File: src/sv/fpq_pkg.sv
package fpq_pkg;

  localparam int NUM_VARS_DEF    = 4;
  localparam int MAX_CARD_DEF    = 8;
  localparam int TABLE_DEPTH_DEF = 4096;

  localparam int IDX_W      = 12;
  localparam int VAL_W      = 32;
  localparam int FRAC_W     = 16;
  localparam int REQ_W      = 2;
  localparam int CARD_W     = 4;
  localparam int MASK_W     = 4;
  localparam int CFG_ADDR_W = 5;
  localparam int CFG_DATA_W = 32;
  localparam int DIV_CNT_W  = $clog2(VAL_W);

  localparam logic [CARD_W-1:0] CARD_RESET   = 4'd2;
  localparam logic [MASK_W-1:0] FIRST_RESET  = 4'd15;
  localparam logic [MASK_W-1:0] SECOND_RESET = 4'd0;

  localparam logic [REQ_W-1:0] REQ_WR_FIRST  = 2'd0;
  localparam logic [REQ_W-1:0] REQ_WR_SECOND = 2'd1;
  localparam logic [REQ_W-1:0] REQ_COMPUTE   = 2'd2;

  localparam logic [VAL_W-1:0] VAL_ONES = '1;

  typedef enum logic [2:0] {
    REG_CARD_VAR0,
    REG_CARD_VAR1,
    REG_CARD_VAR2,
    REG_CARD_VAR3,
    REG_FIRST_MEMBERS,
    REG_SECOND_MEMBERS,
    REG_OP_MODE
  } reg_index_t;

  typedef struct packed {
    logic [REQ_W-1:0] req_type;
    logic [IDX_W-1:0] entry_index;
    logic [VAL_W-1:0] entry_value;
  } in_item_t;

  typedef struct packed {
    logic [IDX_W-1:0] result_index;
    logic [VAL_W-1:0] result_value;
    logic             saturated;
    logic             index_out_of_range;
  } out_item_t;

  typedef struct packed {
    logic [MASK_W-1:0][CARD_W-1:0] card_var;
    logic [MASK_W-1:0]             first_members;
    logic [MASK_W-1:0]             second_members;
    logic                          op_mode;
  } cfg_t;

  typedef struct packed {
    logic done;
    logic oor;
  } ag_status_t;

  typedef struct packed {
    logic done;
    logic sat;
  } ar_status_t;

  typedef struct packed {
    logic we_first;
    logic we_second;
    logic rd;
  } tbl_ctrl_t;

  typedef enum logic [2:0] {
    TOP_IDLE,
    TOP_ADDR,
    TOP_READ,
    TOP_MATH,
    TOP_DONE
  } top_state_t;

  typedef enum logic [2:0] {
    AG_IDLE,
    AG_PREP,
    AG_CHECK,
    AG_LOAD,
    AG_BITS,
    AG_REDUCE
  } ag_state_t;

  typedef enum logic [2:0] {
    AR_IDLE,
    AR_MUL,
    AR_MFIN,
    AR_DIV,
    AR_FIN
  } ar_state_t;

endpackage

File: src/sv/fpq_arith.sv
module fpq_arith import fpq_pkg::*; (
  input  logic             clk,
  input  logic             rst_n,
  input  logic             start,
  input  logic             quot,
  input  logic [VAL_W-1:0] a,
  input  logic [VAL_W-1:0] b,
  output ar_status_t       status,
  output logic [VAL_W-1:0] value
);

  ar_state_t state_r, state_nxt;

  logic [VAL_W-1:0]   a_r, b_r;
  logic [2*VAL_W-1:0] prod_r;
  logic [VAL_W-1:0]   rem_r, qd_r;
  logic [DIV_CNT_W-1:0] cnt_r;
  logic [VAL_W-1:0]   res_r;
  logic               sat_r;

  logic               div_zero;
  logic               div_ovf;
  logic [VAL_W:0]     trial;
  logic [VAL_W:0]     diff;
  logic               ge;
  logic               last_step;

  // The quotient overflows 32 bits exactly when the integer part of a reaches b.
  assign div_zero  = (b == '0);
  assign div_ovf   = (VAL_W'(a[VAL_W-1:FRAC_W]) >= b);
  assign trial     = {rem_r, qd_r[VAL_W-1]};
  assign diff      = trial - {1'b0, b_r};
  assign ge        = (trial >= {1'b0, b_r});
  assign last_step = (cnt_r == '1);

  assign status.done = (state_r == AR_FIN);
  assign status.sat  = sat_r;
  assign value       = res_r;

  always_ff @(posedge clk) begin
    if (!rst_n) begin
      state_r <= AR_IDLE;
    end else begin
      state_r <= state_nxt;
    end
  end

  always_ff @(posedge clk) begin
    unique case (state_r)
      AR_IDLE: begin
        if (start) begin
          a_r   <= a;
          b_r   <= b;
          cnt_r <= '0;
          sat_r <= 1'b0;
          rem_r <= VAL_W'(a[VAL_W-1:FRAC_W]);
          qd_r  <= a << FRAC_W;
          if (quot && div_zero) begin
            res_r <= (a == '0) ? '0 : VAL_ONES;
            sat_r <= (a != '0);
          end else if (quot && div_ovf) begin
            res_r <= VAL_ONES;
            sat_r <= 1'b1;
          end
        end
      end
      AR_MUL: begin
        prod_r <= a_r * b_r;
      end
      AR_MFIN: begin
        if (prod_r[2*VAL_W-1:VAL_W+FRAC_W] != '0) begin
          res_r <= VAL_ONES;
          sat_r <= 1'b1;
        end else begin
          res_r <= prod_r[VAL_W+FRAC_W-1:FRAC_W];
          sat_r <= 1'b0;
        end
      end
      AR_DIV: begin
        rem_r <= ge ? diff[VAL_W-1:0] : trial[VAL_W-1:0];
        qd_r  <= {qd_r[VAL_W-2:0], ge};
        cnt_r <= cnt_r + DIV_CNT_W'(1);
        if (last_step) begin
          res_r <= {qd_r[VAL_W-2:0], ge};
        end
      end
      default: begin
      end
    endcase
  end

  always_comb begin
    state_nxt = state_r;
    unique case (state_r)
      AR_IDLE: begin
        if (start) begin
          if (!quot) begin
            state_nxt = AR_MUL;
          end else if (div_zero || div_ovf) begin
            state_nxt = AR_FIN;
          end else begin
            state_nxt = AR_DIV;
          end
        end
      end
      AR_MUL:  state_nxt = AR_MFIN;
      AR_MFIN: state_nxt = AR_FIN;
      AR_DIV: begin
        if (last_step) begin
          state_nxt = AR_FIN;
        end
      end
      AR_FIN:  state_nxt = AR_IDLE;
      default: state_nxt = AR_IDLE;
    endcase
  end

endmodule

File: config.mk
export PLATFORM = sky130hd
export DESIGN_NAME = fpq_arith
export DESIGN_NICKNAME = d
export VERILOG_FILES = /design/src/sv/fpq_pkg.sv /design/src/sv/fpq_arith.sv
export SDC_FILE = /design/constraint.sdc
export NUM_CORES = 2
export LEC_CHECK = 0
export ABC_AREA = 1
export ABC_CLOCK_PERIOD_IN_PS = 18000
export BUFFER_PORTS_ARGS = -buffer_cell sky130_fd_sc_hd__buf_2
export CAP_MARGIN = 25
export CORE_MARGIN = 2
export CORE_UTILIZATION = 55
export CTS_CLUSTER_DIAMETER = 50
export DETAILED_ROUTE_END_ITERATION = 6
export PLACE_DENSITY = 0.71
export REMOVE_ABC_BUFFERS = 1
export SLEW_MARGIN = 30
export SYNTH_ARGS = -nofsm -noshare
export SYNTH_HDL_FRONTEND = slang
export SYNTH_SLANG_ARGS = --single-unit
File: constraint.sdc
create_clock -name clk -period 18 [get_ports clk]
set_clock_uncertainty 0.05 [all_clocks]
set_input_delay 3.6 -clock clk [delete_from_list [all_inputs] [get_ports clk]]
set_output_delay 3.6 -clock clk [all_outputs]
set_load 0.1 [all_outputs]
After elaboration in Yosys (flattened, before gate mapping)
Cells that the tools add are included.
{"block": "totals", "latchBits": 0, "ramBits": 0, "rom_bits": 0, "inputBits": 68, "ff_bits": 233, "mem_count": 0}
{"block": "classes", "reduce_logical": 16, "n_mul": 1, "n_eq_ne": 8, "shifts": 0, "div": 0, "bitwise_logic": 0, "mux": 24, "add_sub_neg": 2, "order_cmp": 2}
{"op": "$mux W32", "n": 9}
{"op": "$pmux W32 S2", "n": 2}
{"op": "$pmux W32 S3", "n": 1}
{"op": "$logic_not A32 Y1", "n": 2}
{"op": "$mul A32 B32 Y64", "n": 1}
{"op": "$ge A33 B32 Y1", "n": 1}
{"op": "$ge A16 B32 Y1", "n": 1}
{"op": "$reduce_bool A32 Y1", "n": 1}
{"op": "$sub A32 B32 Y32", "n": 1}
{"op": "$reduce_bool A16 Y1", "n": 1}
{"op": "$mux W3", "n": 4}
{"op": "$pmux W3 S4", "n": 1}
{"op": "$pmux W5 S2", "n": 1}
{"op": "$reduce_and A2 Y1", "n": 4}
{"op": "$eq A3 B2 Y1 const B", "n": 2}
{"op": "$add A5 B1 Y5 const B", "n": 1}
{"op": "$eq A5 B5 Y1 const B", "n": 1}
{"op": "$mux W5", "n": 1}
{"op": "$mux W1", "n": 4}
{"op": "$ne A2 B2 Y1 const B", "n": 2}
{"op": "$reduce_and A4 Y1", "n": 1}
{"op": "$reduce_bool A2 Y1", "n": 2}
{"op": "$eq A3 B1 Y1 const B", "n": 1}
{"op": "$eq A3 B3 Y1 const B", "n": 1}
{"op": "other kinds (6)", "n": 7}

Longest topological paths before layout
{"block": "logic_depth", "ltp_word": 6, "depth_mapped": 31, "mapped_depth_nobuf": 29}

Worst setup path before layout
Ideal clock, no wire load.
{"block": "synth_timing", "kind": "in2reg", "from": "in start", "to": "reg cnt_r[0], enable pin", "arrival_time_ns": 8.514, "path_slack_ns": 8.844, "n_path_buf": 0, "required_ns": 17.359, "stages": 2, "cell_sequence": "inv_1 -> o21ai_0"}
{"block": "synth_via", "elab_chain_cells": 2}
{"item": "start: declaration", "line_no": "fpq_arith.sv:4", "rtl": "input logic start,"}
{"item": "$ne A2 B2 Y1 (no source line)"}
{"item": "$reduce_and A2 Y1 (no source line)"}
{"item": "end signal: assignment", "line_no": "fpq_arith.sv:82", "rtl": "cnt_r <= cnt_r + DIV_CNT_W'(1);"}
{"item": "end: declaration", "line_no": "fpq_arith.sv:17", "rtl": "logic [DIV_CNT_W-1:0] cnt_r;"}
Every way passes these cells.
A chain may end at the register's enable or synchronous reset.

Final worst setup path
{"block": "layout_timing", "from": "reg a_r[10]", "to": "reg prod_r[63], data pin"}
{"block": "layout_via", "elab_chain_cells": 1}
{"item": "start: declaration", "line_no": "fpq_arith.sv:14", "rtl": "logic [VAL_W-1:0] a_r, b_r;"}
{"item": "start signal: assignment", "line_no": "fpq_arith.sv:52", "rtl": "a_r <= a;"}
{"item": "$mul A32 B32 Y64", "line_no": "fpq_arith.sv:68", "rtl": "prod_r <= a_r * b_r;"}
{"item": "end signal: assignment", "line_no": "fpq_arith.sv:68"}
{"item": "end: declaration", "line_no": "fpq_arith.sv:15", "rtl": "logic [2*VAL_W-1:0] prod_r;"}
Every way passes these cells.

==> impl_metrics.tcl <==
set metrics [dict create \
    status "finished clean" \
    finalHoldViolCount 0 \
    synth_largest_area_cell "sky130_fd_sc_hd__fa_1" \
    timing.critical_path.arrival_ns 8.06 \
    cts_root_buffer "sky130_fd_sc_hd__clkbuf_16" \
    max-clock-path-buffers 3 \
    ctsResizeCount 0 \
    wl_per_cell_um 19.65 \
    startpoint_type "register" \
    synth.yosys.seq_area_share 0.1406 \
    core_area_mm2 0.08329 \
    signed_area_change_from_the_synthesized_netlist_to_the_final_layout_pct 5.810 \
    cts_sinks 217 \
    drt_wl_total_um 136000 \
    std_cell_rows 106 \
    grt_pass1_wl_um 217600 \
    via_count_of_the_first_global_routing_pass 39060 \
    dp.final_hpwl_um 108200 \
    required_ns 18.27 \
    layout-drive-gt1-share 0.04657 \
    syn-cell-area_mm2 0.04613 \
    globalRouteTotalUtil 0.3288 \
    clk_pin_slew_ns 0.06 \
    die_h_um 293.6 \
    yosysWarningCount 0 \
    finalSetupViolations 0 \
    netlist-cell-type-count 46 \
    launching_point_of_the_worst_reg2reg_path "a_r[10]" \
    rsz0062_at_grt "false" \
    async_set_reset_flop_share_out_of_synthesis 0 \
    final_period_minus_worst_setup_slack_ns 7.786 \
    remaining_drc_errors 0 \
    n_fill_cell 7652 \
    floorplan.io_pins 102 \
    count_of_buffers_inserted_at_the_top_level_ports 101 \
    antenna_left 0 \
    insertedDiodeCount 0 \
    fmaxAchievable_ghz 0.1284 \
    worst_slew_margin_rel 0.3749 \
    fin_area_mm2 0.04881 \
    avgViaCountPerCell 5.309 \
    chipWidth_um 293.6 \
    htreeDepth 2 \
    postSynthCellCount 5850 \
    holdCritStartpoint "state_r[1]" \
    worst-path-max-fanout 18 \
    detail_route.iter0.violations 2841 \
    final-max-slew-violation-count 0 \
    post_cts_setup_buffer_count 0 \
    tritoncts_clock_tree "done" \
    drt-pass1-iter-count 5 \
    clkLatencyLatePin_ns 0.57 \
    maxCapViolCount 0 \
    finalNetCount 7088 \
    synth-edff-count 214 \
    fp.dieArea_mm2 0.08621 \
    timing_worst_setup_path_type "register to register" \
    grt.overflow.total 0 \
    syn-mean-instance-area_um2 7.886 \
    grt_max_degree 70 \
    holdCritPathClass "register to register" \
    antenna_found_initial 1 \
    worst_setup_path_startpoint "a_r[10]" \
    synth_area_leaders "sky130_fd_sc_hd__fa_1, sky130_fd_sc_hd__inv_1, sky130_fd_sc_hd__edfxtp_1" \
    cts.hold.buffers_added 0 \
    initial_utilization 0.5539 \
    place_congestion 1.026 \
    worst_setup_path_end_kind "register" \
    postSynthRegisterBits 217 \
    tightest_slew_ns 0.9291 \
    postPlaceCellArea_mm2 0.04762 \
    fin_tns_setup_ns 0 \
    layout_worst_path_cycle_share 0.4326 \
    vias 36750 \
    cts_made_buffers 35 \
    synth_flop_cell "sky130_fd_sc_hd__edfxtp_1" \
    netlist.area_leader.share 0.3888 \
]
[logic make-up after synthesis]
kind of cell             count (synthesis)  share of synthesized area
AO/OA/AOI/OAI                          299                    0.03493
XOR/XNOR                                39                   0.007404
adder cells (fa/ha/maj)               1206                     0.4729
buffers and inverters                 2000                     0.1638
flip-flops                             217                     0.1406
AND/OR/NAND/NOR                       2089                     0.1804
[final timing paths]
check               end  slack, ns  cells past startpoint
max          prod_r[63]      10.21                     22
min          state_r[2]       0.48                      2
max reg2reg  prod_r[63]      10.21                     22
min reg2reg  state_r[2]       0.48                      2
[cells in the final DEF (no fill, tap or decap), drive strengths merged, types with 23 or more instances in the layout]
| master | count |
|---|---|
| clkbuf | 38 |
| nand2 | 1593 |
| buf | 174 |
| xor2 | 25 |
| a21oi | 154 |
| edfxtp | 214 |
| nor4 | 23 |
| fa | 896 |
| nand4 | 23 |
| ha | 310 |
| o21ai | 110 |
| inv | 1764 |
| nor2 | 268 |
| nand3 | 137 |
[metrics by stage]
stage               std cells  hold slack, ns  utilization  setup WS, ns
global placement         6856          0.4518       0.5714         10.40
CTS                      6921          0.4756       0.5860         10.35
finish                   6921          0.4843       0.5861         10.21
global route             6921          0.5227       0.5861         9.901
floorplan                5603          0.4217            -         8.844
detailed placement       6857          0.4670       0.5718         10.39
[synthesized netlist by cell type, types with 4 or more instances]
library cell               count
sky130_fd_sc_hd__fa_1        896
sky130_fd_sc_hd__nor3_1       17
sky130_fd_sc_hd__edfxtp_1    214
sky130_fd_sc_hd__o21bai_1     15
sky130_fd_sc_hd__nand3_1     135
sky130_fd_sc_hd__a21o_1        5
sky130_fd_sc_hd__a21boi_0      4
sky130_fd_sc_hd__inv_2         6
sky130_fd_sc_hd__a21oi_1     151
sky130_fd_sc_hd__nand2_1    1588
sky130_fd_sc_hd__nand4_1      23
sky130_fd_sc_hd__buf_1         5
sky130_fd_sc_hd__nand3b_1     16
sky130_fd_sc_hd__clkbuf_1    227
sky130_fd_sc_hd__ha_1        310
sky130_fd_sc_hd__xor2_1       25
sky130_fd_sc_hd__nor2_2        7
sky130_fd_sc_hd__xnor2_1      14
sky130_fd_sc_hd__nor2_1      259
sky130_fd_sc_hd__o21ai_1      16
sky130_fd_sc_hd__o21ai_0      92
sky130_fd_sc_hd__inv_1      1747
sky130_fd_sc_hd__o21a_1        6
sky130_fd_sc_hd__nor4_1       23
sky130_fd_sc_hd__buf_2        10
[sequential cells by signal, summed over array words and instances (netlist names)]
| signal | cells |
|---|---|
| qd_r | 32 |
| cnt_r | 5 |
| b_r | 32 |
| prod_r | 48 |
| sat_r | 1 |
| state_r | 3 |
| rem_r | 32 |
| value | 32 |
| a_r | 32 |
[worst max-delay path, cell delays in order (launching register included)]
cell and delay (ns):
sky130_fd_sc_hd__edfxtp_1 0.90, sky130_fd_sc_hd__buf_4 0.38, sky130_fd_sc_hd__nand2_1 0.11, sky130_fd_sc_hd__fa_1 0.56
sky130_fd_sc_hd__inv_1 0.05, sky130_fd_sc_hd__fa_1 0.55, sky130_fd_sc_hd__fa_1 0.44, sky130_fd_sc_hd__fa_1 0.49
sky130_fd_sc_hd__fa_1 0.56, sky130_fd_sc_hd__fa_1 0.45, sky130_fd_sc_hd__fa_1 0.56, sky130_fd_sc_hd__inv_1 0.07
sky130_fd_sc_hd__fa_1 0.48, sky130_fd_sc_hd__inv_1 0.04, sky130_fd_sc_hd__ha_1 0.33, sky130_fd_sc_hd__a21oi_1 0.22
sky130_fd_sc_hd__o21ai_0 0.14, sky130_fd_sc_hd__a21oi_1 0.50, sky130_fd_sc_hd__o21ai_0 0.23, sky130_fd_sc_hd__a21oi_1 0.22
sky130_fd_sc_hd__nand2_1 0.07, sky130_fd_sc_hd__nand2_1 0.06, sky130_fd_sc_hd__nand2_1 0.04
[routing by layer]
metal | track usage | up-vias | wire [um] | part of all wire
met4 | 0.09495 | 0 | 4225 | 0.031
met2 | 0.5509 | 1544 | 64720 | 0.48
met3 | 0.05498 | 247 | 11710 | 0.086
met1 | 0.4423 | 18270 | 55340 | 0.41
li1 | - | 16690 | - | -
met5 | 0 | - | 0 | 0
[cell type report]
class	count	area, um^2	share of cell area
Sequential cell	217	6486	0.1329
Multi-Input combinational cell	3633	32140	0.6584
Tap cell	1080	1351	0.02768
Clock inverter	26	277.8	0.005690
Timing Repair Buffer	174	1069	0.02189
Clock buffer	38	908.4	0.01861
Inverter	1753	6580	0.1348
Power is left out: the tool's default activity adds up to more than one toggle a clock period on the data nets, which glitch-free logic cannot reach.
