==> config.mk <==
export PLATFORM = sky130hd
export DESIGN_NAME = fpq_addr_gen
export DESIGN_NICKNAME = d
export VERILOG_FILES = /design/src/sv/fpq_pkg.sv /design/src/sv/fpq_addr_gen.sv
export SDC_FILE = /design/constraint.sdc
export NUM_CORES = 1
export LEC_CHECK = 0
export BUFFER_PORTS_ARGS = -buffer_cell sky130_fd_sc_hd__buf_2
export CORE_MARGIN = 1
export CORE_UTILIZATION = 45
export CTS_CLUSTER_DIAMETER = 80
export CTS_CLUSTER_SIZE = 14
export DETAILED_ROUTE_END_ITERATION = 16
export GPL_TIMING_DRIVEN = 0
export PLACE_DENSITY = 0.64
export SYNTH_ARGS = -nofsm -noshare
export SYNTH_HDL_FRONTEND = slang
export SYNTH_SLANG_ARGS = --single-unit
==> constraint.sdc <==
create_clock -name clk -period 4.2 [get_ports clk]
set_clock_uncertainty 0.05 [all_clocks]
set_input_delay 0.21 -clock clk [delete_from_list [all_inputs] [get_ports clk]]
set_output_delay 0.21 -clock clk [all_outputs]
set_load 0.02 [all_outputs]
==> src/sv/fpq_pkg.sv <==
package fpq_pkg;

  localparam int NUM_VARS_DEF    = 4;
  localparam int MAX_CARD_DEF    = 8;
  localparam int TABLE_DEPTH_DEF = 4096;

  localparam int IDX_W      = 12;
  localparam int VAL_W      = 32;
  localparam int FRAC_W     = 16;
  localparam int REQ_W      = 2;
  localparam int CARD_W     = 4;
  localparam int MASK_W     = 4;
  localparam int CFG_ADDR_W = 5;
  localparam int CFG_DATA_W = 32;
  localparam int DIV_CNT_W  = $clog2(VAL_W);

  localparam logic [CARD_W-1:0] CARD_RESET   = 4'd2;
  localparam logic [MASK_W-1:0] FIRST_RESET  = 4'd15;
  localparam logic [MASK_W-1:0] SECOND_RESET = 4'd0;

  localparam logic [REQ_W-1:0] REQ_WR_FIRST  = 2'd0;
  localparam logic [REQ_W-1:0] REQ_WR_SECOND = 2'd1;
  localparam logic [REQ_W-1:0] REQ_COMPUTE   = 2'd2;

  localparam logic [VAL_W-1:0] VAL_ONES = '1;

  typedef enum logic [2:0] {
    REG_CARD_VAR0,
    REG_CARD_VAR1,
    REG_CARD_VAR2,
    REG_CARD_VAR3,
    REG_FIRST_MEMBERS,
    REG_SECOND_MEMBERS,
    REG_OP_MODE
  } reg_index_t;

  typedef struct packed {
    logic [REQ_W-1:0] req_type;
    logic [IDX_W-1:0] entry_index;
    logic [VAL_W-1:0] entry_value;
  } in_item_t;

  typedef struct packed {
    logic [IDX_W-1:0] result_index;
    logic [VAL_W-1:0] result_value;
    logic             saturated;
    logic             index_out_of_range;
  } out_item_t;

  typedef struct packed {
    logic [MASK_W-1:0][CARD_W-1:0] card_var;
    logic [MASK_W-1:0]             first_members;
    logic [MASK_W-1:0]             second_members;
    logic                          op_mode;
  } cfg_t;

  typedef struct packed {
    logic done;
    logic oor;
  } ag_status_t;

  typedef struct packed {
    logic done;
    logic sat;
  } ar_status_t;

  typedef struct packed {
    logic we_first;
    logic we_second;
    logic rd;
  } tbl_ctrl_t;

  typedef enum logic [2:0] {
    TOP_IDLE,
    TOP_ADDR,
    TOP_READ,
    TOP_MATH,
    TOP_DONE
  } top_state_t;

  typedef enum logic [2:0] {
    AG_IDLE,
    AG_PREP,
    AG_CHECK,
    AG_LOAD,
    AG_BITS,
    AG_REDUCE
  } ag_state_t;

  typedef enum logic [2:0] {
    AR_IDLE,
    AR_MUL,
    AR_MFIN,
    AR_DIV,
    AR_FIN
  } ar_state_t;

endpackage

==> src/sv/fpq_addr_gen.sv <==
module fpq_addr_gen import fpq_pkg::*; #(
  parameter int NUM_VARS    = NUM_VARS_DEF,
  parameter int MAX_CARD    = MAX_CARD_DEF,
  parameter int TABLE_DEPTH = TABLE_DEPTH_DEF
) (
  input  logic                           clk,
  input  logic                           rst_n,
  input  logic                           start,
  input  logic                           wr,
  input  logic [IDX_W-1:0]               idx,
  input  cfg_t                           cfg,
  output ag_status_t                     status,
  output logic [$clog2(TABLE_DEPTH)-1:0] addr_f,
  output logic [$clog2(TABLE_DEPTH)-1:0] addr_s
);

  localparam int MSLOTS = (NUM_VARS < MASK_W) ? NUM_VARS : MASK_W;
  localparam int DB     = $clog2(MAX_CARD);
  localparam int CW     = $clog2(MAX_CARD + 1);
  localparam int SZW    = MSLOTS * DB + 1;
  localparam int TW     = SZW + DB - 1;
  localparam int KW     = (IDX_W > MSLOTS * DB) ? IDX_W : MSLOTS * DB;
  localparam int AW     = $clog2(TABLE_DEPTH);
  localparam int RW     = ((KW > AW) ? KW : AW) + 1;
  localparam int RSTEPS = (KW >= AW) ? KW - AW + 1 : 1;
  localparam int CMPW   = (TW > IDX_W) ? TW : IDX_W;
  localparam int SCW    = $clog2(MSLOTS + 1);
  localparam int RCW    = $clog2(RSTEPS + 1);

  localparam logic [RW-1:0] RED_INIT  = RW'(TABLE_DEPTH) << (RSTEPS - 1);
  localparam logic [DB-1:0] BMASK_TOP = DB'(1) << (DB - 1);

  function automatic logic [CW-1:0] eff_card(input logic [CARD_W-1:0] c);
    if (c == '0) begin
      return CW'(1);
    end else if (int'(c) > MAX_CARD) begin
      return CW'(MAX_CARD);
    end else begin
      return CW'(c);
    end
  endfunction

  ag_state_t state_r, state_nxt;

  logic [CARD_W-1:0] card_sh_r [MSLOTS];
  logic [MSLOTS-1:0] rm_sh_r, fm_sh_r, sm_sh_r;
  logic [SZW-1:0]    rs_run_r, sf_run_r, ss_run_r;
  logic [SZW-1:0]    rs_arr_r [MSLOTS];
  logic [SZW-1:0]    sf_arr_r [MSLOTS];
  logic [SZW-1:0]    ss_arr_r [MSLOTS];
  logic [MSLOTS-1:0] mem_arr_r;
  logic [TW-1:0]     t_rs_r, t_sf_r, t_ss_r;
  logic              t_mem_r;
  logic [DB-1:0]     bmask_r;
  logic [SCW-1:0]    cnt_r;
  logic [IDX_W-1:0]  rem_r;
  logic [KW-1:0]     kf_r, ks_r;
  logic [RW-1:0]     red_d_r;
  logic [RCW-1:0]    red_cnt_r;
  logic              done_r, oor_r;

  logic [CW-1:0]     cur_c;
  logic              take;
  logic              last_slot;
  logic              last_red;
  logic              out_of_range;
  logic [MASK_W-1:0] res_mask;
  logic [RW-1:0]     kf_w, ks_w;

  assign cur_c        = eff_card(card_sh_r[0]);
  assign take         = t_mem_r && (CMPW'(t_rs_r) <= CMPW'(rem_r));
  assign last_slot    = (cnt_r == SCW'(MSLOTS - 1));
  assign last_red     = (red_cnt_r == RCW'(RSTEPS - 1));
  assign out_of_range = (CMPW'(rem_r) >= CMPW'(rs_run_r));
  assign res_mask     = cfg.op_mode ? cfg.first_members
                                    : (cfg.first_members | cfg.second_members);
  assign kf_w         = RW'(kf_r);
  assign ks_w         = RW'(ks_r);

  assign status.done = done_r;
  assign status.oor  = oor_r;
  assign addr_f      = AW'(kf_r);
  assign addr_s      = AW'(ks_r);

  always_ff @(posedge clk) begin
    if (!rst_n) begin
      state_r <= AG_IDLE;
      done_r  <= 1'b0;
      oor_r   <= 1'b0;
    end else begin
      state_r <= state_nxt;
      done_r  <= 1'b0;
      if (state_r == AG_CHECK && out_of_range) begin
        done_r <= 1'b1;
        oor_r  <= 1'b1;
      end else if (state_r == AG_REDUCE && last_red) begin
        done_r <= 1'b1;
        oor_r  <= 1'b0;
      end
    end
  end

  // Datapath: strides are built low variable first, digits are taken
  // high variable first by restoring division against the running strides.
  always_ff @(posedge clk) begin
    unique case (state_r)
      AG_IDLE: begin
        if (start) begin
          rem_r     <= idx;
          kf_r      <= KW'(idx);
          ks_r      <= KW'(idx);
          red_d_r   <= RED_INIT;
          red_cnt_r <= '0;
          cnt_r     <= '0;
          rs_run_r  <= SZW'(1);
          sf_run_r  <= SZW'(1);
          ss_run_r  <= SZW'(1);
          rm_sh_r   <= res_mask[MSLOTS-1:0];
          fm_sh_r   <= cfg.first_members[MSLOTS-1:0];
          sm_sh_r   <= cfg.second_members[MSLOTS-1:0];
          for (int i = 0; i < MSLOTS; i++) begin
            card_sh_r[i] <= cfg.card_var[i];
          end
        end
      end
      AG_PREP: begin
        for (int i = 0; i < MSLOTS - 1; i++) begin
          card_sh_r[i] <= card_sh_r[i+1];
          rs_arr_r[i]  <= rs_arr_r[i+1];
          sf_arr_r[i]  <= sf_arr_r[i+1];
          ss_arr_r[i]  <= ss_arr_r[i+1];
        end
        rs_arr_r[MSLOTS-1] <= rs_run_r;
        sf_arr_r[MSLOTS-1] <= fm_sh_r[0] ? sf_run_r : '0;
        ss_arr_r[MSLOTS-1] <= sm_sh_r[0] ? ss_run_r : '0;
        mem_arr_r <= (mem_arr_r >> 1) | (MSLOTS'(rm_sh_r[0]) << (MSLOTS - 1));
        rm_sh_r   <= rm_sh_r >> 1;
        fm_sh_r   <= fm_sh_r >> 1;
        sm_sh_r   <= sm_sh_r >> 1;
        if (rm_sh_r[0]) begin
          rs_run_r <= SZW'(rs_run_r * cur_c);
        end
        if (fm_sh_r[0]) begin
          sf_run_r <= SZW'(sf_run_r * cur_c);
        end
        if (sm_sh_r[0]) begin
          ss_run_r <= SZW'(ss_run_r * cur_c);
        end
        cnt_r <= cnt_r + SCW'(1);
      end
      AG_CHECK: begin
        kf_r  <= '0;
        ks_r  <= '0;
        cnt_r <= '0;
      end
      AG_LOAD: begin
        t_rs_r  <= TW'(rs_arr_r[MSLOTS-1]) << (DB - 1);
        t_sf_r  <= TW'(sf_arr_r[MSLOTS-1]) << (DB - 1);
        t_ss_r  <= TW'(ss_arr_r[MSLOTS-1]) << (DB - 1);
        t_mem_r <= mem_arr_r[MSLOTS-1];
        bmask_r <= BMASK_TOP;
        for (int i = MSLOTS - 1; i > 0; i--) begin
          rs_arr_r[i] <= rs_arr_r[i-1];
          sf_arr_r[i] <= sf_arr_r[i-1];
          ss_arr_r[i] <= ss_arr_r[i-1];
        end
        mem_arr_r <= mem_arr_r << 1;
      end
      AG_BITS: begin
        if (take) begin
          rem_r <= IDX_W'(CMPW'(rem_r) - CMPW'(t_rs_r));
          kf_r  <= kf_r + KW'(t_sf_r);
          ks_r  <= ks_r + KW'(t_ss_r);
        end
        t_rs_r  <= t_rs_r >> 1;
        t_sf_r  <= t_sf_r >> 1;
        t_ss_r  <= t_ss_r >> 1;
        bmask_r <= bmask_r >> 1;
        if (bmask_r[0]) begin
          cnt_r <= cnt_r + SCW'(1);
        end
      end
      AG_REDUCE: begin
        if (kf_w >= red_d_r) begin
          kf_r <= KW'(kf_w - red_d_r);
        end
        if (ks_w >= red_d_r) begin
          ks_r <= KW'(ks_w - red_d_r);
        end
        red_d_r   <= red_d_r >> 1;
        red_cnt_r <= red_cnt_r + RCW'(1);
      end
      default: begin
      end
    endcase
  end

  always_comb begin
    state_nxt = state_r;
    unique case (state_r)
      AG_IDLE: begin
        if (start) begin
          state_nxt = wr ? AG_REDUCE : AG_PREP;
        end
      end
      AG_PREP: begin
        if (last_slot) begin
          state_nxt = AG_CHECK;
        end
      end
      AG_CHECK: begin
        state_nxt = out_of_range ? AG_IDLE : AG_LOAD;
      end
      AG_LOAD: begin
        state_nxt = AG_BITS;
      end
      AG_BITS: begin
        if (bmask_r[0]) begin
          state_nxt = last_slot ? AG_REDUCE : AG_LOAD;
        end
      end
      AG_REDUCE: begin
        if (last_red) begin
          state_nxt = AG_IDLE;
        end
      end
      default: state_nxt = AG_IDLE;
    endcase
  end

endmodule

======== After elaboration in Yosys (flattened, before gate mapping) ========
Memories as Yosys holds them, arrays and structs flattened.
Cells that the tools add are included.
storage, ports and cells
  flip-flop bits (word level) ............. 162
  latch bits .............................. 0
  memory bits (writable) .................. 172
  memory bits (read-only) ................. 0
  input port bits ......................... 41
  output and inout port bits .............. 26
  memories kept ........................... 4
memory list
  memory     words  width  rd ports  clocked after memory_dff  wr ports  RTL line            source
  rs_arr_r   4      13     4         0                         4         fpq_addr_gen.sv:48  logic [SZW-1:0] rs_arr_r [MSLOTS];
  sf_arr_r   4      13     4         0                         4         fpq_addr_gen.sv:49  logic [SZW-1:0] sf_arr_r [MSLOTS];
  ss_arr_r   4      13     4         0                         4         fpq_addr_gen.sv:50  logic [SZW-1:0] ss_arr_r [MSLOTS];
  card_sh_r  4      4      4         0                         4         fpq_addr_gen.sv:45  logic [CARD_W-1:0] card_sh_r [MSLOTS];
operators by class
  add/sub/neg operators ................... 7
  $mul .................................... 3
  div/mod/pow operators ................... 0
  $lt $le $gt $ge ......................... 5
  eq/ne operators ......................... 16
  shifts and indexed selects .............. 0
  mux-type cells .......................... 70
  bitwise gates (word level) .............. 15
  reductions and logical operators ........ 23
operators with widths
  operator              number
  $mux W13              16
  $pmux W13 S2          4
  $pmux W12 S4          2
  $pmux W15 S2          3
  $mux W12              6
  $ge A12 B13 Y1        3
  $mul A13 B4 Y13       3
  $mux W4               9
  $sub A12 B12 Y12      3
  $pmux W4 S2           4
  $add A12 B12 Y12      2
  $mux W3               8
  $pmux W12 S2          1
  $pmux W3 S6           1
  $ne A2 B2 Y1 const B  8
  $le A15 B12 Y1        1
  $reduce_and A3 Y1     5
  $mux W1               12
  $or A1 B1 Y1          12
  $pmux W3 S4           1
  $reduce_and A4 Y1     3
  $reduce_bool A2 Y1    6
  $eq A3 B2 Y1 const B  3
  $reduce_bool A4 Y1    2
  16 further kinds      21

======== Logic depth before layout (Yosys ltp) ========
An unclocked memory read counts as a cell.
  word-level depth ........................ 7
  depth in mapped cells ................... 15

======== Worst setup path before layout ========
Ideal clock, no wire load.
  kind .................................... register to register
  start ................................... reg state_r[0]
  end ..................................... mem rs_arr_r[0][0] in the netlist's numbering, enable pin
  arrival time ............................ 3.784 ns
  slack ................................... -0.053 ns
  stages on the path, launching flop included .. 6
  buffers on the path ..................... 2
  cells stage by stage .................... dfxtp_1 -> buf_6 -> and2b_2 -> nand2b_1 -> clkinv_1 -> clkbuf_1
RTL lines
  what                    RTL line            source
  from (decl)             fpq_addr_gen.sv:43  ag_state_t state_r, state_nxt;
  from (signal assigned)  fpq_addr_gen.sv:91  state_r <= state_nxt;
  to (decl)               fpq_addr_gen.sv:48

==> results.txt <==
family with the most delay on the worst path - adder cells
DIE AREA - 45440 sq um
Worst Path Buf+Inv - 4
area grow syn2layout - 13.46%
vias per std cell - 5.346
Core Area - 44120 sq um
post-layout net count - 2377
Setup WS pre-CTS - -0.7794 ns
global-route usage over all layers - 22.89%
Mean Syn Cell Area - 10.04 sq um
final core utilization - 51.60%
CP startpoint - card_sh_r[0][3]$_DFFE_PP_
mapped cell area - 20070 sq um
clock sink count - 334
Initial DRC Count - 1110
WP data required - 4.45 ns
Initial DRT Pass Iterations - 5
kind of end point of the critical path - register
IO buf count - 66
Hold WC Path Type - in -> reg
Max-Cap Viols - 0
commonest cells in the synthesized netlist - nand2_1, edfxtp_1, inv_1, ha_1, and2_1
outcome - finished, final reports clean
starting density of the core - 45.47%
Synth Warn # - 0
Pleak - 9.603 nW
most numerous cell in the Yosys netlist - nand2_1
worst path arrival time - 4.32 ns
first-pass GRT wire length - 80.36 mm
crit-path cells - buf_6 > nor2b_4 > clkbuf_2 > and2_1 > fa_1 > inv_1 > fa_1 > inv_1 > ha_1 > nor2b_2 > o31a_1 > o211ai_1 > nand3_1 > a21oi_1 > nor3b_1
share of layout cells above drive strength 1 - 8.253%
Seq cells post-synth - 334
RD Place Congestion - 0.8838
min-delay src - cfg[0]
Highest Clock Rate - 0.2456 GHz
H-tree levels - 1
Num CTS Buffers - 30
endpoints failing hold - 0
max_slew headroom - 9.463%
final period utilization - 96.96%
clk buf depth - 3
setup slack after layout - 0.1277 ns
hpwl dp - 37.70 mm
PD cells - 849.2 nW/um^2
detailed-route DRC error count - 0
Die X - 213.2 microns
RSZ-0062 raised after global routing - yes
Synth Flop Type - edfxtp_1
wire per inst - 18.31 microns
antenna violations before repair - 0
dominant cells by area after synthesis - edfxtp_1, nand2_1, ha_1
Die Ht - 213.2 microns
post-synth top area cell - edfxtp_1
Critical Path Slowest Stage Cell - fa_1
fin crit period - 4.072 ns
I/O Pins - 67
share of the synthesized area in the top cell type - 49.24%
Yosys cell types - 75
n_diodes - 0
syn_nets - 2224
Root Driver - clkbuf_16
Crit Path Max Fanout - 10
Rows - 77
remaining antenna violation count - 0
sequential share of the synthesized area - 49.73%
Worst VDD drop - 0.0003833 V
Clock Latency Late Sink - 0.58 ns
max-slew violation count - 0
CTS clk-pin slew, worst paths - 0.07 ns
largest net degree at the start of global routing - 58
FF-to-FF Start - card_sh_r[0][3]$_DFFE_PP_
Syn Inst Count - 1999
crit start category - register
DR vias - 14760
WL final - 50.56 mm
crit path kind - reg -> reg
asr flop ratio synth - 0%
largest stage delay on the critical path - 0.53 ns
vias in the first global route - 14950
worst-margin pin slew - 1.358 ns
# setup viols final - 0
EDFF count, synth - 329
Hold WS - 0.03047 ns
CTS tree - yes
GR Overflow Total - 0
-- power breakdown --
| part | internal, mW | switching [mW] |
|---|---|---|
| logic | 3.76 | 5.99 |
| clock network | 1.54 | 1.25 |
| registers | 5.83 | 0.966 |
| total | 11.1 | 8.21 |
-- cell usage in the layout, fill, tap and decap left out, types with 4 or more instances in the layout --
cell,instances
o2111ai_1,4
clkbuf_2,7
xor2_1,23
nor2b_1,15
nor3_1,36
or3_1,9
and3_1,4
o211ai_1,13
o21a_1,25
o21ai_0,84
ha_1,123
buf_1,11
o31ai_1,9
nor2_1,56
o21ai_1,5
a211oi_1,6
and2_1,96
a21o_1,24
buf_12,4
buf_2,74
nand2b_1,14
clkbuf_16,31
inv_1,164
o21bai_1,5
nand4_1,6
dfxtp_1,5
clkbuf_1,50
nand2_1,554
nand3_1,42
buf_4,15
xnor2_1,38
a21oi_1,69
and4_1,4
o31a_1,9
edfxtp_1,329
nor3b_1,8
nand3b_1,6
fa_1,59
dlygate4sd3_1,38
nor4_1,9
-- worst paths after layout --
path / cells past startpoint / slack [ns] / endpoint
max: 15 / 0.13 / sf_run_r[12]$_SDFFCE_PN0P_
max reg2reg: 15 / 0.13 / sf_run_r[12]$_SDFFCE_PN0P_
min: 3 / 0.03 / rm_sh_r[3]$_SDFFCE_PP0P_
min reg2reg: 0 / 0.39 / rs_arr_r[0][3]$_DFFE_PP_
-- tightest hold or removal path: cells and delay by family --
kind	cells	cell delay [ns]
compound gates	1	0.13
buf+inv	2	0.21
-- metal layers --
layer  vias up  GRT usage, %  wire [microns]
met1      7096         31.47           22920
met2       451         37.40           23160
met4         0         8.571            1885
li1       7126             -               -
met5         -             0               0
met3        88         2.397            2597
-- sequential cells by signal, summed over array words and instances, names as in the netlist, 3 cells and up --
name and count:
sf_arr_r 52, ss_run_r 13, ss_arr_r 52, rm_sh_r 4
mem_arr_r 4, rs_arr_r 52, t_ss_r 15, sf_run_r 13
cnt_r 3, sm_sh_r 4, t_rs_r 15, state_r 3
t_sf_r 15, addr_s 12, rem_r 12, card_sh_r 16
addr_f 12, red_d_r 13, fm_sh_r 4, bmask_r 3
rs_run_r 13
-- logic make-up after synthesis --
kind of cell	after synthesis	synth area share, %
muxes	1	0.04989
buffers and inverters	243	4.708
xor gates and xnor gates	61	2.663
DFF	334	49.74
and+or+nand+nor	888	20.06
AOI/OAI and AO/OA	288	9.067
adders and majority gates	184	13.72
-- through the flow --
stage                     total power [mW]  cell area [sq um]  instances  setup TNS [ns]
after floorplan                      13.43              20070       1999               0
after global placement               15.84              21140       2657         -135.19
after detailed placement             16.26              21250       2664          -10.41
after CTS                            19.19              22620       2751               0
after global routing                 20.97              22770       2761        -0.04119
final                                19.33              22770       2761               0
-- area by class of cell --
cell class	count	area (sq um)
sequential	334	9980
clock inverter	8	128.9
inverter	167	626.9
clock buffer	41	813.3
buffer	75	352.8
multi-input combinational	1422	9209
fill	4022	21360
tap	592	740.7
timing repair buffer	122	915.9
-- timing repair --
| action | CTS | global route |
|---|---|---|
| gates cloned | 0 | 0 |
| pin swaps | 0 | 6 |
| gates resized for setup | 18 | 26 |
| hold endpoints to repair | 59 | 0 |
| endpoints found under the setup margin | 26 | 17 |
| buffers inserted | 0 | 10 |
| hold buffers | 38 | 0 |
Note: power is estimated with default switching activity, not from simulation.
