--- src/sv/fpq_pkg.sv ---
package fpq_pkg;

  localparam int NUM_VARS_DEF    = 4;
  localparam int MAX_CARD_DEF    = 8;
  localparam int TABLE_DEPTH_DEF = 4096;

  localparam int IDX_W      = 12;
  localparam int VAL_W      = 32;
  localparam int FRAC_W     = 16;
  localparam int REQ_W      = 2;
  localparam int CARD_W     = 4;
  localparam int MASK_W     = 4;
  localparam int CFG_ADDR_W = 5;
  localparam int CFG_DATA_W = 32;
  localparam int DIV_CNT_W  = $clog2(VAL_W);

  localparam logic [CARD_W-1:0] CARD_RESET   = 4'd2;
  localparam logic [MASK_W-1:0] FIRST_RESET  = 4'd15;
  localparam logic [MASK_W-1:0] SECOND_RESET = 4'd0;

  localparam logic [REQ_W-1:0] REQ_WR_FIRST  = 2'd0;
  localparam logic [REQ_W-1:0] REQ_WR_SECOND = 2'd1;
  localparam logic [REQ_W-1:0] REQ_COMPUTE   = 2'd2;

  localparam logic [VAL_W-1:0] VAL_ONES = '1;

  typedef enum logic [2:0] {
    REG_CARD_VAR0,
    REG_CARD_VAR1,
    REG_CARD_VAR2,
    REG_CARD_VAR3,
    REG_FIRST_MEMBERS,
    REG_SECOND_MEMBERS,
    REG_OP_MODE
  } reg_index_t;

  typedef struct packed {
    logic [REQ_W-1:0] req_type;
    logic [IDX_W-1:0] entry_index;
    logic [VAL_W-1:0] entry_value;
  } in_item_t;

  typedef struct packed {
    logic [IDX_W-1:0] result_index;
    logic [VAL_W-1:0] result_value;
    logic             saturated;
    logic             index_out_of_range;
  } out_item_t;

  typedef struct packed {
    logic [MASK_W-1:0][CARD_W-1:0] card_var;
    logic [MASK_W-1:0]             first_members;
    logic [MASK_W-1:0]             second_members;
    logic                          op_mode;
  } cfg_t;

  typedef struct packed {
    logic done;
    logic oor;
  } ag_status_t;

  typedef struct packed {
    logic done;
    logic sat;
  } ar_status_t;

  typedef struct packed {
    logic we_first;
    logic we_second;
    logic rd;
  } tbl_ctrl_t;

  typedef enum logic [2:0] {
    TOP_IDLE,
    TOP_ADDR,
    TOP_READ,
    TOP_MATH,
    TOP_DONE
  } top_state_t;

  typedef enum logic [2:0] {
    AG_IDLE,
    AG_PREP,
    AG_CHECK,
    AG_LOAD,
    AG_BITS,
    AG_REDUCE
  } ag_state_t;

  typedef enum logic [2:0] {
    AR_IDLE,
    AR_MUL,
    AR_MFIN,
    AR_DIV,
    AR_FIN
  } ar_state_t;

endpackage

--- src/sv/fpq_cfg_regs.sv ---
module fpq_cfg_regs import fpq_pkg::*; (
  input  logic                  clk,
  input  logic                  rst_n,
  input  logic                  psel,
  input  logic                  penable,
  input  logic                  pwrite,
  input  logic [CFG_ADDR_W-1:0] paddr,
  input  logic [CFG_DATA_W-1:0] pwdata,
  output logic [CFG_DATA_W-1:0] prdata,
  output cfg_t                  cfg
);

  cfg_t       cfg_r;
  reg_index_t reg_sel;
  logic       wr_en;

  assign reg_sel = reg_index_t'(paddr[CFG_ADDR_W-1:2]);
  assign wr_en   = psel && penable && pwrite;
  assign cfg     = cfg_r;

  always_ff @(posedge clk) begin
    if (!rst_n) begin
      for (int i = 0; i < MASK_W; i++) begin
        cfg_r.card_var[i] <= CARD_RESET;
      end
      cfg_r.first_members  <= FIRST_RESET;
      cfg_r.second_members <= SECOND_RESET;
      cfg_r.op_mode        <= 1'b0;
    end else if (wr_en) begin
      unique case (reg_sel)
        REG_CARD_VAR0:      cfg_r.card_var[0]    <= pwdata[CARD_W-1:0];
        REG_CARD_VAR1:      cfg_r.card_var[1]    <= pwdata[CARD_W-1:0];
        REG_CARD_VAR2:      cfg_r.card_var[2]    <= pwdata[CARD_W-1:0];
        REG_CARD_VAR3:      cfg_r.card_var[3]    <= pwdata[CARD_W-1:0];
        REG_FIRST_MEMBERS:  cfg_r.first_members  <= pwdata[MASK_W-1:0];
        REG_SECOND_MEMBERS: cfg_r.second_members <= pwdata[MASK_W-1:0];
        REG_OP_MODE:        cfg_r.op_mode        <= pwdata[0];
        default: begin
        end
      endcase
    end
  end

  always_comb begin
    prdata = '0;
    unique case (reg_sel)
      REG_CARD_VAR0:      prdata = CFG_DATA_W'(cfg_r.card_var[0]);
      REG_CARD_VAR1:      prdata = CFG_DATA_W'(cfg_r.card_var[1]);
      REG_CARD_VAR2:      prdata = CFG_DATA_W'(cfg_r.card_var[2]);
      REG_CARD_VAR3:      prdata = CFG_DATA_W'(cfg_r.card_var[3]);
      REG_FIRST_MEMBERS:  prdata = CFG_DATA_W'(cfg_r.first_members);
      REG_SECOND_MEMBERS: prdata = CFG_DATA_W'(cfg_r.second_members);
      REG_OP_MODE:        prdata = CFG_DATA_W'(cfg_r.op_mode);
      default:            prdata = '0;
    endcase
  end

endmodule

--- config.mk ---
export PLATFORM = sky130hd
export DESIGN_NAME = fpq_cfg_regs
export DESIGN_NICKNAME = d
export VERILOG_FILES = /design/src/sv/fpq_pkg.sv /design/src/sv/fpq_cfg_regs.sv
export SDC_FILE = /design/constraint.sdc
export NUM_CORES = 1
export LEC_CHECK = 0
export ABC_CLOCK_PERIOD_IN_PS = 1200
export BUFFER_PORTS_ARGS = -buffer_cell sky130_fd_sc_hd__buf_2
export CAP_MARGIN = 30
export CORE_MARGIN = 3
export CORE_UTILIZATION = 39
export CTS_BUF_LIST = sky130_fd_sc_hd__clkbuf_4 sky130_fd_sc_hd__clkbuf_8
export DETAILED_ROUTE_END_ITERATION = 10
export PLACE_DENSITY = 0.88
export SYNTH_ARGS = -nofsm -noshare
export SYNTH_HDL_FRONTEND = slang
export SYNTH_SLANG_ARGS = --single-unit
export TNS_END_PERCENT = 5
--- constraint.sdc ---
create_clock -name clk -period 1.2 [get_ports clk]
set_input_delay 0.24 -clock clk [delete_from_list [all_inputs] [get_ports clk]]
set_output_delay 0.24 -clock clk [all_outputs]
set_load 0.005 [all_outputs]
* Word-level counts from Yosys, hierarchy flattened
Cells that the tools add are included.
Word-level totals: output and inout port bits 57, bits in registers 25, logic and storage cells 24
Operators by class: reduce and logical (&&, ||, !) cells 10, equality and inequality tests 6, multiplexer cells 1
Operators with widths (number):
- $pmux 4 s7 | 1
- $reduce_and 2->1 | 7
- $eq 3x3->1 const B | 3
- $eq 3x2->1 const B | 2
- $eq 3x1->1 const B | 1
- $logic_not 3->1 | 1
- $logic_and 1x1->1 | 2

* Longest topological paths before layout
Gate-level depths: netlist of the first run.
depth in word-level cells 3, gate-level depth with buffers 5, mapped depth without buffers 3

* Worst setup path before layout of the first run
No wires, ideal clock.
path kind input-to-output, start point in paddr[2], end point out prdata[2], slack -68 ps, required time 960 ps, stages 5, arrival 1028 ps, cells stage by stage buf_4 buf_4 nor2b_2 a2bb2oi_1 o221ai_1
Between the ends: cells in the longest elaborated chain, start to end 2, elaborated cells on any way between the ends 8, those cells by class eq/ne: 6; mux: 1; reduce/logical: 1
Ends and longest elaborated chain:
- start, declared | line fpq_cfg_regs.sv:7 | input logic [CFG_ADDR_W-1:0] paddr,
- $eq 3x3->1, or another cell as far along | line fpq_cfg_regs.sv:46 | unique case (reg_sel)
- $pmux 4 s7 * | line fpq_cfg_regs.sv:46
- end, declared | line fpq_cfg_regs.sv:9 | output logic [CFG_DATA_W-1:0] prdata,
Every way passes the cells marked *; elsewhere a longest branch is shown, timed or not.

* Final worst setup path of the first run
start point reg cfg_r (netlist bit cfg[4]), end point out prdata[3]
Between the ends: cells in the longest elaborated chain, start to end 1
Ends and longest elaborated chain:
- start, declared | line fpq_cfg_regs.sv:13 | cfg_t cfg_r;
- $pmux 4 s7 | line fpq_cfg_regs.sv:46
No other way between the ends.

==> results of run 1 <==
-- repair_timing --
item	4_1_cts	5_1_grt
setup endpoints to repair	4	4
hold buffers	0	0
resized for setup	9	3
-- power breakdown --
| group | switching [µW] | internal (µW) |
|---|---|---|
| combinational | 131 | 101 |
| sequential | 5.77 | 836 |
| clock | 273 | 233 |
| total | 410 | 1170 |
-- worst paths after layout --
kind / end / slack [ns] / startpoint
min reg2reg: cfg[2] / 0.48 / cfg[2]
min: cfg[5] / 0.21 / pwdata[0]
max reg2reg: cfg[22] / 0.45 / cfg[22]
max: prdata[3] / -0.38 / cfg[4]
-- routing by layer --
layer	part of all wire [%]	wire length, µm	vias to the layer above
met5	0	0	-
met3	7.7	287	10
met2	51	1880	57
li1	-	-	624
met1	40	1470	600
met4	1.9	70	0
-- area by class of cell --
class	count	area (µm²)
fillers	330	1630
multi-input cells	123	790
flip-flops and latches	25	509
repair buffers	67	405
well taps	46	57.6
clock buffers	3	41.3
inverters	2	7.51
clock inverters	1	5.00
-- layout by cell type, fill, tap and decap left out, drive strengths merged, types with 2 or more instances in the layout --
| cell type | Yosys | routed |
|---|---|---|
| o22ai | 2 | 2 |
| mux2 | 3 | 3 |
| nor2b | 8 | 8 |
| clkbuf | 3 | 3 |
| nand2 | 20 | 20 |
| inv | 2 | 2 |
| a22oi | 2 | 2 |
| mux2i | 22 | 22 |
| buf | 35 | 67 |
| conb | 1 | 28 |
| nand3 | 11 | 11 |
| dfxtp | 25 | 25 |
| o21ai | 6 | 6 |
| nand2b | 3 | 3 |
| a221oi | 2 | 2 |
| nor2 | 4 | 4 |
-- worst max-delay path: stages (launching register included) --
cell and delay [ns]:
dfxtp_2 0.33, mux4_2 0.47, inv_2 0.07, o22ai_2 0.07, buf_2 0.13
-- logic make-up after synthesis --
kind of cell | Yosys count
and+or+nand+nor | 52
DFF | 25
AOI/OAI and AO/OA | 17
muxes | 26
other | 1
buffers and inverters | 40
-- stage by stage --
stage,cell area [µm²],instances,setup WS (ns)
3_3_place_gp,1750,263,-0.249
4_1_cts,1810,267,-0.386
5_1_grt,1820,267,-0.418
6_report,1820,267,-0.382
3_5_place_dp,1750,263,-0.268
2_1_floorplan,1570,188,0.0107
==> results.md, run 1 <==
- Status: complete, but fails checks
- Failing checks: setup timing
- Tot GR Track Use: ~17%
- CTS clock-pin slew for the worst setup and hold paths: 0.09 ns
- Cell leakage power: about 0.00084 µW
- DR pass1 iterations: 4
- Syn Inst Count: about 160
- Die X-Extent: 66.9 µm
- Syn. warnings: 0
- Synth top area share: around a third
- TritonCTS Sinks: 25
- Fmax: 0.632 GHz
- XOR/XNOR Fraction of Synth Area: 0%
- Largest net degree at the start of global routing: 15
- Most frequent cells after synthesis: 30 x buf_4, 25 x dfxtp_1, 22 x mux2i_1
- Cell Rows: 21
- Adder-Cell Fraction of Synth Area: 0%
- Antenna cell count: 0
- Post-synthesis async set-or-reset flop share: 0%
- Final Wtd Congestion: around 0.92
- Die area: around 4500 µm²
- Post-synthesis simple-gate area fraction: between 10% and 20%
- Synth unique cells: 31
- Grt ovf: 0
- Worst EP required: ~0.96 ns
- Register area share after synthesis: approximately a third
- Area delta synth->final: 25.4%
- Global routing's busiest layer: met2
- Clock Skews: 0 ns
- Period minus WS final: 1.58 ns
- Power Density: roughly 870 nW/µm²
- CTS max path bufs: 2
- Layout cells sized above 1: between 30 and 40%
- CP Launch Type: register
- RSZ-0062 raised after global routing: yes
- M2 GR Usage: approximately 30%
- Critical path fanouts, max: 2
- Post-synth EDFFs: 0
- Final setup TNS: -1.20 ns
- Largest register FFs: 25
- Input/output buffers: 40
- Met1 GRT Util: between 20% and 30%
- CP Class: register to primary output
- Starting Density: 42.1%
- Via/cell ratio: about 4.8
- Root buf cell: clkbuf_8
- Routed via count: ~1300
- H-tree depth: 1
- Final hold violation count: 0
- Length in cells of the worst reg-to-reg path: 3
- Synthesized cell area: approximately 1400 µm²
- Global-route wire length before repair: approximately 5800 µm
- # IOs: between 90 and 100
- Setup ws final: -0.382 ns
- Pins Over Slew Limit: 0
- Largest area contributor in the netlist: dfxtp_1
- Min Hold Slack: 0.209 ns
- Ratio of final minimum period to clock period: 132%
- Detail Route Antenna Nets: 0
- Synth top area cells: dfxtp_1 35%, buf_4 16%, mux2i_1 15%
- Min-Delay Path Depth: 3
- TritonCTS clock tree: done
- Core area: 3440 µm²
- Post-synthesis mux area share: around a fifth
- Post-DR wirelength/cell: 13.9 µm
- Clock Latency Late Sink: roughly 0.27 ns
- Crit path arrival time: between 1 and 1.5 ns
- HPWL after DPL: ~2900 µm
- Post-synthesis compound-gate area fraction: under 10%
- Largest family of logic cells by synthesized area: multiplexers
- # Max-Cap Violations: 0
- Number of global-route vias before repair: ~1200
- Hold Path Class: input pin to register
- Final Util: about 53%
- Initial antenna violation count: 0
- DRT iter0 DRCs: between 70 and 80
- Number of CTS-inserted buffers: 3
- Worst-case vdd ir drop: roughly 0.73 mV
- Final net count: about 260
- Post-CTS Setup Bufs: 0
- Final Power: around 1600 µW
- Count leader, synth: buf_4
- Most used DFF post-synth: dfxtp_1
- Seq cells post-synth: 25
- Die extent in y: 66.9 µm
- Final setup vio count: 4
- Drt drc: 0
- Syn avg cell area: about 9.0 µm²
- Critical Path End Type: primary output
- Total Wirelength: about 3700 µm
- GR Util met3: under 10%
Power figures use the tool's default switching activity.
==> inputs of run 2 (changes only) <==
- CTS_CLUSTER_SIZE: not set -> 25
- SETUP_SLACK_MARGIN: not set -> 0.4
==> run 2 against run 1 <==
  * Largest cell class unchanged
  * Die area did not move
  * Total power rose by 2.6%
  * Flip-flop and latch count did not move
  * Worst setup slack got worse by 0.00072 ns
  * The flow still finishes with violations (setup timing)
==> results.md, run 2 (same netlist as run 1, synthesis figures left out) <==
- HPWL after DPL: 2910 µm (unchanged)
- Die area: 4480 µm² (unchanged)
- Largest net degree at the start of global routing: 15 (unchanged)
- Layout cells sized above 1: 52.7% (+13 points)
- Starting Density: 42.1% (unchanged)
- Final Wtd Congestion: 0.915 (unchanged)
- TritonCTS Sinks: 25 (unchanged)
- Power Density: 797 nW/µm² (-8.4%)
- Cell Rows: 21 (unchanged)
- FF-to-FF End: cfg[18]
- Final Util: 59.1% (+6.4 points)
- Critical path fanouts, max: 2 (unchanged)
- # Max-Cap Violations: 0 (unchanged)
- Period minus WS final: 1.58 ns (+0.000724 ns)
- RSZ-0062 raised after global routing: yes
- Die X-Extent: 66.9 µm (unchanged)
- Crit-path slowest cell: mux4_2
- H-tree depth: 1 (unchanged)
- Most frequent cells in the layout: 28 x conb_1, 26 x buf_2, 23 x dfxtp_2, 23 x buf_6, 22 x mux2i_1
- Worst Setup SP: cfg[4]
- Crit-path cells: mux4_2 > inv_2 > o22ai_2 > buf_2
- Commonest non-fill, non-tap cell in the layout: conb_1
- DRT iter0 DRCs: 75 (-1.3%)
- Area delta synth->final: 40.5%
- Detail Route Antenna Nets: 0 (unchanged)
- Hold Path Class: input pin to register
- Routed via count: 1309 (+1.4%)
- Pins Over Slew Limit: 0 (unchanged)
- Min Hold Slack: 0.204 ns (-0.00514 ns)
- Core area: 3440 µm² (unchanged)
- Clock Skews: 0 ns (unchanged)
- Initial antenna violation count: 0 (unchanged)
- Tot GR Track Use: 18.5% (+1.3 points)
- Worst-case vdd ir drop: 0.713 mV (-2.4%)
- Post-DR wirelength/cell: 14.6 µm (+4.9%)
- DR pass1 iterations: 4 (unchanged)
- Final net count: 265 (+0.38%)
- CP Launch Type: register
- Final setup TNS: -1.20 ns (-0.00166 ns)
- Final setup vio count: 4 (unchanged)
- # IOs: 99 (unchanged)
- Die extent in y: 66.9 µm (unchanged)
- TritonCTS clock tree: done
- CP peak stage delay: 0.47 ns (about the same)
- Fmax: 0.632 GHz (about the same)
- CP Class: register to primary output
- Critical Path End Type: primary output
- CP Capture Point: prdata[3]
- Length in cells of the worst reg-to-reg path: 3 (unchanged)
- Status: complete, but fails checks
- Final hold violation count: 0 (unchanged)
- Largest register FFs: 25 (unchanged)
- Cell leakage power: 0.000916 µW (+8.5%)
- CTS clock-pin slew for the worst setup and hold paths: 0.09 ns (about the same)
- Reg-to-reg startpoint: cfg[18]
- Crit path arrival time: 1.34 ns (about the same)
- Number of global-route vias before repair: 1218 (+1.7%)
- CTS max path bufs: 2 (unchanged)
- Number of CTS-inserted buffers: 3 (unchanged)
- Antenna cell count: 0 (unchanged)
- Global-route wire length before repair: 6130 µm (+5.7%)
- Total Wirelength: 3900 µm (+5.3%)
- Drt drc: 0 (unchanged)
- Grt ovf: 0 (unchanged)
- Ratio of final minimum period to clock period: 132% (about the same)
- Failing checks: setup timing
- Input/output buffers: 40 (unchanged)
- Root buf cell: clkbuf_8
- Place WS: -0.268 ns (unchanged)
- Setup slack, reg-to-reg: 0.44 ns (about the same)
- Worst EP required: 0.96 ns (about the same)
- Via/cell ratio: 4.88 (+1.0%)
- Clock Latency Late Sink: 0.28 ns (about the same)
- Setup ws final: -0.383 ns (-0.000724 ns)
==> run 2: timing repair <==
item / CTS / global route
gates resized for setup: 67 / 9
setup endpoints to repair: 54 / 54
pin swaps: 13 / 10
hold buffers: 0 / 0
setup buffers: 1 / 0
endpoints found under the hold margin: 0 / 0
==> run 2: worst min-delay path by stage <==
| stage | start | to | slack [ns] | cells past startpoint |
|---|---|---|---|---|
| 4_1_cts | pwdata[0] | cfg[5] | 0.21 | 3 |
| 6_report | pwdata[0] | cfg[5] | 0.20 | 3 |
| 3_5_place_dp | cfg[24] | cfg[24] | 0.47 | 2 |
| 5_1_grt | pwdata[1] | cfg[2] | 0.23 | 3 |
| 3_3_place_gp | cfg[23] | cfg[23] | 0.46 | 2 |
| 2_1_floorplan | pwdata[1] | cfg[2] | 0.38 | 2 |
==> run 2: area by class of cell <==
class / count / area [µm²]
clock buffer: 3 / 41.3
clock inverter: 1 / 5.00
fill: 312 / 1410
inverter: 2 / 7.51
multi-input combinational: 123 / 847
sequential: 25 / 537
tap: 46 / 57.6
timing repair buffer: 68 / 539
==> run 2: report_power, final <==
| group | total, µW | internal [µW] | switching [µW] |
|---|---|---|---|
| combinational | 265 | 122 | 143 |
| sequential | 839 | 833 | 6.54 |
| clock | 518 | 233 | 285 |
==> run 2: through the flow <==
step / cells / area, µm² / power, µW
2_1_floorplan: 188 / 1570 / 1060
5_1_grt: 268 / 2030 / 1690
6_report: 268 / 2030 / 1620
4_1_cts: 268 / 2000 / 1620
3_3_place_gp: 263 / 1750 / 1080
3_5_place_dp: 263 / 1750 / 1080
==> run 2: per-layer routing <==
| layer | part of all wire [%] | global-route usage, % | up-vias |
|---|---|---|---|
| met5 | 0 | 0 | - |
| met4 | 1.1 | 5.06 | 0 |
| met3 | 6.7 | 3.71 | 6 |
| met2 | 52 | 33.0 | 61 |
| met1 | 40 | 22.1 | 618 |
| li1 | - | - | 624 |
==> run 2: worst max-delay path: cells and delay by family, from the launching register on <==
kind                   cells  cell delay, ns
multiplexers               1            0.47
flip-flops                 1            0.33
buffers and inverters      2            0.20
AO/OA/AOI/OAI              1            0.07
==> inputs of run 3 (changes only) <==
- CORE_ASPECT_RATIO: not set -> 0.8
==> run 3 against run 2 <==
  * The run still ends with setup timing left
  * Largest cell class unchanged
  * Worst hold slack better by 0.020 ns
  * Combinational power is 7% higher
  * Via count is 2.6% higher
  * Clock skew stayed put
  * Clock-buffer cell count stayed put
  * Maximum frequency is 4.3% lower
  * Total power is 3.0% higher
==> results.md, run 3 (same netlist as run 1, synthesis figures left out) <==
- Status: complete, but fails checks
- Failing checks: setup timing
- CTS max path bufs: 2 (unchanged)
- Drt drc: 0 (unchanged)
- CP Launch Type: register
- Reg-to-reg startpoint: cfg[4]
- TritonCTS clock tree: done
- Final hold violation count: 0 (unchanged)
- Final setup vio count: 4 (unchanged)
- Hold path endpoint: cfg[7]
- # IOs: 99 (unchanged)
- H-tree depth: 1 (unchanged)
- Grt ovf: 0 (unchanged)
- CTS clock-pin slew for the worst setup and hold paths: 0.10 ns (about the same)
- Fmax: 0.604 GHz (-4.3%)
- Final Wtd Congestion: 0.887 (-3.1%)
- Crit path arrival time: 1.41 ns (+0.07 ns)
- Die extent in y: 60.5 µm (-9.6%)
- Root buf cell: clkbuf_8
- Pins Over Slew Limit: 0 (unchanged)
- Number of CTS-inserted buffers: 3 (unchanged)
- Power Density: 787 nW/µm² (-1.3%)
- Routed via count: 1343 (+2.6%)
- Hold Startpoint: pwdata[2]
- Largest register FFs: 25 (unchanged)
- Critical path fanouts, max: 2 (unchanged)
- Place WS: -0.324 ns (-0.0564 ns)
- Core area: 3490 µm² (+1.5%)
- Number of global-route vias before repair: 1258 (+3.3%)
- Input/output buffers: 40 (unchanged)
- Die X-Extent: 74.1 µm (+11%)
- Via/cell ratio: 5.05 (+3.4%)
- Critical Path End Type: primary output
- Clock Skews: 0 ns (unchanged)
- Clock Latency Late Sink: 0.27 ns (about the same)
- Cell leakage power: 0.000951 µW (+3.8%)
- Setup slack, reg-to-reg: 0.42 ns (-0.02 ns)
- Detail Route Antenna Nets: 0 (unchanged)
- Ratio of final minimum period to clock period: 138% (+5.9 points)
- Antenna cell count: 0 (unchanged)
- Total Wirelength: 4250 µm (+9.0%)
- DRT iter0 DRCs: 94 (+25%)
- TritonCTS Sinks: 25 (unchanged)
- Hold Path Class: input pin to register
- Min-Delay Path Depth: 3 (unchanged)
- Global-route wire length before repair: 6240 µm (+1.8%)
- Final net count: 267 (+0.75%)
- Most frequent cells in the layout: 33 x buf_6, 28 x conb_1, 23 x dfxtp_2, 22 x mux2i_1, 20 x buf_2
- Starting Density: 41.4% (-0.63 points)
- Layout cells sized above 1: 53.6% (+0.87 points)
- Cell Rows: 19 (-9.5%)
- Final Power: 1670 µW (+3.0%)
- Length in cells of the worst reg-to-reg path: 4 (+1)
- # Max-Cap Violations: 0 (unchanged)
- Hold Buf Count CTS: 0 (unchanged)
- Period minus WS final: 1.65 ns (+0.0714 ns)
- Commonest non-fill, non-tap cell in the layout: buf_6
- Tot GR Track Use: 19.0% (+0.55 points)
- Worst EP required: 0.96 ns (about the same)
- FF-to-FF End: cfg[4]
- HPWL after DPL: 2830 µm (-2.8%)
- Setup ws final: -0.455 ns (-0.0714 ns)
- Initial antenna violation count: 0 (unchanged)
- Worst-case vdd ir drop: 0.625 mV (-12%)
- Die area: 4480 µm² (+0.10%)
- RSZ-0062 raised after global routing: yes
- Area delta synth->final: 46.7%
- CP Class: register to primary output
- Largest net degree at the start of global routing: 17 (+2)
- Post-DR wirelength/cell: 16.0 µm (+9.8%)
- DR pass1 iterations: 4 (unchanged)
==> run 3: cell types whose count changed in the layout (fill, tap and decap cells not counted), moves of 2 or more <==
cell and change:
buf_6 +10, buf_2 -6, buf_4 -4, buf_8 +2
==> run 3: final cells by class <==
type | count | area, µm²
clock buffers | 3 | 41.3
clock inverters | 1 | 8.76
fillers | 306 | 1370
inverters | 2 | 7.51
multi-input cells | 123 | 855
flip-flops and latches | 25 | 537
well taps | 42 | 52.6
repair buffers | 70 | 622
==> run 3: worst max path at each step <==
stage | start | to | slack, ns | cells after the start
finish | cfg[16] | prdata[3] | -0.45 | 4
global route | cfg[16] | prdata[3] | -0.48 | 4
CTS | cfg[4] | prdata[3] | -0.41 | 4
detailed placement | paddr[2] | prdata[2] | -0.32 | 6
global placement | paddr[2] | prdata[2] | -0.29 | 6
floorplan | paddr[2] | prdata[3] | 0.01 | 4
==> run 3: metrics by stage <==
step                hold WS, ns  utilization [%]  TNS, ns  std cells  instance area (µm²)
detailed placement        0.464             50.1    -2.55        260                 1750
floorplan                 0.382                -        0        188                 1570
finish                    0.225             60.8    -1.34        266                 2120
global placement          0.457             50.1    -2.00        260                 1750
CTS                       0.198             57.1    -1.30        265                 2000
global route              0.230             60.8    -1.58        266                 2120
==> run 3: power breakdown <==
| group | switching, µW | internal (µW) |
|---|---|---|
| Combinational | 151 | 132 |
| Sequential | 6.48 | 833 |
| Clock | 304 | 244 |
==> run 3: routing by layer <==
layer / GRT usage [%] / wire (µm)
met1: 21.8 / 1580
met2: 33.2 / 2270
met3: 5.46 / 371
met4: 8.27 / 27
met5: 0 / 0
==> run 3: critical path, cell delays in order (launching register included) <==
cell     delay [ns]
dfxtp_2        0.35
mux4_2         0.47
inv_2          0.08
o22ai_2        0.08
buf_2          0.14
==> run 3: what timing repair did <==
action / 4_1_cts / 5_1_grt
pin swaps: 9 / 11
setup endpoints to repair: 54 / 54
buffers inserted: 1 / 1
gates resized for setup: 64 / 28
